### src/mm3_pkg.sv
// Package for the MurmurHash3 x64_128 stream hash: types, constants, helpers.
`timescale 1ns / 1ps
`default_nettype none
package mm3_pkg;
	localparam logic [63:0] MUL_A  = 64'h87c37b91114253d5;
	localparam logic [63:0] MUL_B  = 64'h4cf5ad432745937f;
	localparam logic [63:0] ADD_A  = 64'h0000000052dce729;
	localparam logic [63:0] ADD_B  = 64'h0000000038495ab5;
	localparam logic [63:0] FMIX_A = 64'hff51afd7ed558ccd;
	localparam logic [63:0] FMIX_B = 64'hc4ceb9fe1a85ec53;
	localparam int QDEPTH = 2;

	typedef struct packed {
		logic [63:0] word_low;
		logic [63:0] word_high;
		logic [4:0]  byte_count;
		logic        last;
	} in_item_t;

	typedef struct packed {
		logic [63:0] hash_low;
		logic [63:0] hash_high;
	} out_item_t;

	// Classified command passed from front to back.
	typedef struct packed {
		logic [63:0] k1;
		logic [63:0] k2;
		logic        full;
		logic        last;
		logic        first;
		logic [4:0]  nbytes;
		logic [63:0] seed;
	} cmd_t;

	function automatic logic [63:0] rotl64(input logic [63:0] v, input logic [5:0] r);
		rotl64 = (v << r) | (v >> (7'd64 - {1'b0, r}));
	endfunction

	function automatic logic [63:0] byte_mask(input logic [4:0] n);
		byte_mask = (n >= 5'd8) ? '1 : ((64'd1 << {n[2:0], 3'b000}) - 64'd1);
	endfunction
endpackage
`default_nettype wire

### src/mm3_front.sv
// Front end: accepts chunks, masks tails and queues commands for the back end.
`timescale 1ns / 1ps
`default_nettype none
module mm3_front (
	input  wire                 clk,
	input  wire                 arst_n,
	input  wire                 valid,
	output logic                stall,
	input  mm3_pkg::in_item_t   din,
	input  wire  [63:0]         seed,
	output logic                cmd_valid,
	input  wire                 cmd_take,
	output mm3_pkg::cmd_t       cmd
);
	import mm3_pkg::*;

	cmd_t        q_mem_q [QDEPTH];
	logic        wp_q, rp_q;
	logic [1:0]  cnt_q;
	logic        open_q;
	cmd_t        c;
	logic        acc, is_full;

	// Classify the incoming chunk.
	always_comb begin
		is_full = !din.last || din.byte_count >= 5'd16;
		c.full = is_full;
		c.last = din.last;
		c.first = !open_q;
		c.seed = seed;
		c.nbytes = is_full ? 5'd16 : din.byte_count;
		c.k1 = is_full ? din.word_low : (din.word_low & byte_mask(din.byte_count));
		c.k2 = is_full ? din.word_high :
			(din.byte_count > 5'd8 ? (din.word_high & byte_mask(din.byte_count - 5'd8)) : '0);
	end

	assign stall = (cnt_q == 2'(QDEPTH));
	assign acc = valid && !stall;
	assign cmd_valid = (cnt_q != 2'd0);
	assign cmd = q_mem_q[rp_q];

	// Write the queue.
	always_ff @(posedge clk) begin
		if (acc) q_mem_q[wp_q] <= c;
	end

	// Advance pointers and track message state.
	always_ff @(posedge clk or negedge arst_n) begin
		if (!arst_n) begin
			wp_q <= 1'b0; rp_q <= 1'b0; cnt_q <= 2'd0; open_q <= 1'b0;
		end else begin
			if (acc) begin
				wp_q <= ~wp_q;
				open_q <= !din.last;
			end
			if (cmd_take && cmd_valid) rp_q <= ~rp_q;
			cnt_q <= cnt_q + 2'(acc) - 2'(cmd_take && cmd_valid);
		end
	end

`ifndef ASSERT_OFF
	a_cnt: assert property (@(posedge clk) disable iff (!arst_n) cnt_q <= 2'(QDEPTH))
		else $error("queue overflow");
	a_ptr: assert property (@(posedge clk) disable iff (!arst_n)
		(cnt_q == 2'd0 || cnt_q == 2'd2) |-> wp_q == rp_q) else $error("pointer mismatch");
	a_take: assert property (@(posedge clk) disable iff (!arst_n) cmd_take |-> cmd_valid)
		else $error("take from empty queue");
`endif
endmodule
`default_nettype wire

### config.mk
export PLATFORM = sky130hd
export DESIGN_NAME = mm3_front
export DESIGN_NICKNAME = d
export VERILOG_FILES = /design/src/mm3_pkg.sv /design/src/mm3_front.sv
export SDC_FILE = /design/constraint.sdc
export NUM_CORES = 1
export LEC_CHECK = 0
export BUFFER_PORTS_ARGS = -buffer_cell sky130_fd_sc_hd__buf_4
export CORE_MARGIN = 2
export CORE_UTILIZATION = 40
export CTS_CLUSTER_DIAMETER = 60
export CTS_CLUSTER_SIZE = 40
export DETAILED_ROUTE_END_ITERATION = 8
export GPL_TIMING_DRIVEN = 0
export PLACE_DENSITY = 0.68
export SLEW_MARGIN = 20
export SYNTH_ARGS = -nofsm -noshare
export SYNTH_HDL_FRONTEND = slang
export SYNTH_SLANG_ARGS = --single-unit
### constraint.sdc
create_clock -name clk -period 12.2 [get_ports clk]
set_clock_uncertainty 0.1 [all_clocks]
set_input_delay 0.61 -clock clk [delete_from_list [all_inputs] [get_ports clk]]
set_output_delay 0.61 -clock clk [all_outputs]
set_load 0.005 [all_outputs]
==> flow_metrics.env <==
export IMPL_drc=0
export IMPL_syn_nets=1005
export IMPL_maxSlewViolCount=0
export IMPL_p_switching_w=0.00128
export IMPL_finalSetupViolCount=0
export IMPL_hold_ws_ns=0.110
export IMPL_syn_instance_count=801
export IMPL_synth_area_top_cells="edfxtp_1 77%, mux2_2 14%, and2_1 4.3%"
export IMPL_dieWidth_um=201
export IMPL_drv_cap=0
export IMPL_use_met1=0.200
export IMPL_ctsResizeCount=0
export IMPL_hold_path_class="input port to flop"
export IMPL_tightest_slew_ns=0.632
export IMPL_nNetsFinal=1458
export IMPL_antenna_found_initial=1
export IMPL_clockPowerShare=0.227
export IMPL_syn_to_final_growth_pct=33.0
export IMPL_ys_flop_type="edfxtp_1"
export IMPL_synth_top_area_share=0.767
export IMPL_path_clk_slew_ns=0.08
export IMPL_ir_worst_vdd_uv=119
export IMPL_ctsLongestPathBuffers=3
export IMPL_p_sw_frac=0.282
export IMPL_die_h_um=201
export IMPL_post_place_ws_ns=9.70
export IMPL_io_buffers=403
export IMPL_setup_slack_ns=9.27
export IMPL_path_cells="buf_2 -> buf_2 -> mux2_2 -> buf_4"
export IMPL_place_congestion=0.752
export IMPL_drt_wl_total_um=35000
export IMPL_grt_overflow_total=0
export IMPL_synth_most_common_cell="edfxtp_1"
export IMPL_synth_commonest_cells="398 x edfxtp_1, 199 x mux2_2, 108 x and2_1"
export IMPL_worstSkewPairLatency_ns=0.57
export IMPL_worst_slew_margin_rel=0.577
export IMPL_ys_warn_count=0
export IMPL_grt_max_degree=26
export IMPL_num_rows=72
export IMPL_syn_avg_cell_area_um2=19.4
export IMPL_grt_total_usage=0.168
export IMPL_dpl_hpwl_um=25300
export IMPL_use_met2=0.297
export IMPL_cts_buffers=29
export IMPL_p_int_w=0.00326
export IMPL_critPathMaxFanout=10
export IMPL_cts_tree="done"
export IMPL_grt_pass1_vias=8945
export IMPL_initial_core_util=0.404
export IMPL_arrival_ns=2.22
export IMPL_pwr_share_seq=0.431
export IMPL_fp_coreArea_mm2=0.0386
export IMPL_grt_met3_usage=0.0483
export IMPL_crit_slowest_cell="buf_2"
export IMPL_required_ns=11.49
export IMPL_max_freq_mhz=341
export IMPL_critical_path_most_common_cell="buf_2"
export IMPL_rsz0062_at_grt="false"
export IMPL_die_area_mm2=0.0405
export IMPL_vias_per_cell=4.74
export IMPL_ctsRootBufferMaster="clkbuf_16"
export IMPL_async_flop_share=0.0124
export IMPL_syn_area_mm2=0.0156
export IMPL_cp_start_kind="flop"
export IMPL_combPwrFrac=0.342
export IMPL_crit_type="flop to primary output"
export IMPL_avgRoutedWirePerCell_um=19.5
export IMPL_busiest_layer="met2"
export IMPL_pwr_density_cell_mw_per_mm2=219
export IMPL_grt_pass1_wl_um=52200
export IMPL_max_stage_delay_ns=0.43
export IMPL_ys_seq_elements=403
export IMPL_cts_sinks=403
export IMPL_drt_antenna_violating_nets=0
export IMPL_hold_viol=0
export IMPL_yosysUniqueCellTypes=28
export IMPL_status="completed"
export IMPL_ys_seq_area_frac=0.776
export IMPL_fin_crit_ns=2.93
export IMPL_end_kind="primary output"
export IMPL_drt_iter0_markers=288
export IMPL_cts_htree_levels=1
export IMPL_vias=8516
export IMPL_io_pins=404
export IMPL_synth_edf_count=398
export IMPL_fin_crit_sh=0.240
export IMPL_drive_gt1_frac=0.558
export IMPL_yosys_area_top_type="edfxtp_1"
export IMPL_first_pass_iters=6
export IMPL_leakage_nw=7.75
[sequential cells by signal, summed over array words and instances, names as in the netlist]
| signal | count |
|---|---|
| q_mem_q | 398 |
| cnt_q | 2 |
| open_q | 1 |
| rp_q | 1 |
| wp_q | 1 |
[worst paths after layout]
check / slack [ns] / cells after the start / endpoint / start
max: 9.27 / 4 / cmd[67] / rp_q
min: 0.11 / 1 / q_mem_q[0][57] / seed[57]
max reg2reg: 9.77 / 7 / q_mem_q[1][137] / cnt_q[1]
min reg2reg: 0.42 / 1 / cnt_q[1] / cnt_q[1]
max in group asynchronous: 11.59 / 2 / open_q / arst_n
min in group asynchronous: 0.30 / 2 / rp_q / arst_n
[critical path, delay by kind of cell, from the launching register on]
kind / cells / cell delay (ns)
buffers and inverters: 3 / 0.89
DFF: 1 / 0.34
muxes: 1 / 0.42
[cell families (layout without fill, tap and decap cells)]
family | after synthesis | count (layout) | share of synthesized area
AOI/OAI and AO/OA | 7 | 7 | 0.00378
xor gates and xnor gates | 4 | 4 | 0.00225
adders and majority gates | 2 | 2 | 0.00161
buffers and inverters | 31 | 507 | 0.00988
DFF | 403 | 403 | 0.776
muxes | 200 | 200 | 0.145
other | 0 | 1 | 0
and+or+nand+nor | 154 | 154 | 0.0624
[area by class of cell]
cell class / count / area (um2)
buffer: 26 / 135
sequential: 403 / 12100
antenna: 1 / 2.50
multi-input combinational: 367 / 3360
clock inverter: 24 / 302
inverter: 5 / 18.8
fill: 3114 / 17800
tap: 518 / 648
clock buffer: 30 / 729
timing repair buffer: 422 / 3450
[power by group through the flow]
stage	clock network (W)	logic, W	registers [W]
after floorplan	0	0.000716	0.00209
after global placement	0	0.00146	0.00217
after detailed placement	0	0.00158	0.00199
after CTS	0.00106	0.00159	0.00196
after global routing	0.00111	0.00167	0.00198
final	0.00103	0.00155	0.00195
[routing by layer]
metal,vias up,share of wire
met5,-,0.00037
met4,2,0.025
met3,49,0.080
met2,287,0.51
met1,4221,0.39
li1,3957,-
[repair_timing]
action / in CTS / in global routing
buffers inserted: 0 / 0
hold buffers: 1 / 0
hold endpoints to repair: 5 / 0
endpoints found under the setup margin: 0 / 0
[cell usage in the layout (no fill, tap or decap), types with 3 or more instances in the layout]
master | netlist | layout
buf_4 | 2 | 405
edfxtp_1 | 398 | 398
mux2_2 | 199 | 199
and2_1 | 108 | 108
clkbuf_16 | 0 | 29
buf_2 | 23 | 23
nor2b_1 | 18 | 18
buf_12 | 0 | 11
and2b_1 | 8 | 8
nand2_1 | 7 | 7
buf_16 | 0 | 7
inv_6 | 0 | 6
clkinv_4 | 0 | 6
o21ai_2 | 5 | 5
dfrtp_1 | 5 | 5
inv_1 | 4 | 4
xnor2_1 | 3 | 3
clkinv_2 | 0 | 3
clkinv_8 | 0 | 3
bufinv_16 | 0 | 3
[stage by stage]
stage	utilization	setup TNS, ns	cells	power, W	instance area [um2]
2_1_floorplan	-	0	801	0.00280	15600
4_1_cts	0.537	0	1795	0.00461	20700
3_3_place_gp	0.499	-1299.41	1722	0.00364	19200
5_1_grt	0.537	0	1795	0.00476	20700
6_report	0.537	0	1796	0.00454	20700
3_5_place_dp	0.510	0	1740	0.00357	19700
No activity file was read; power rests on OpenSTA's default activity.
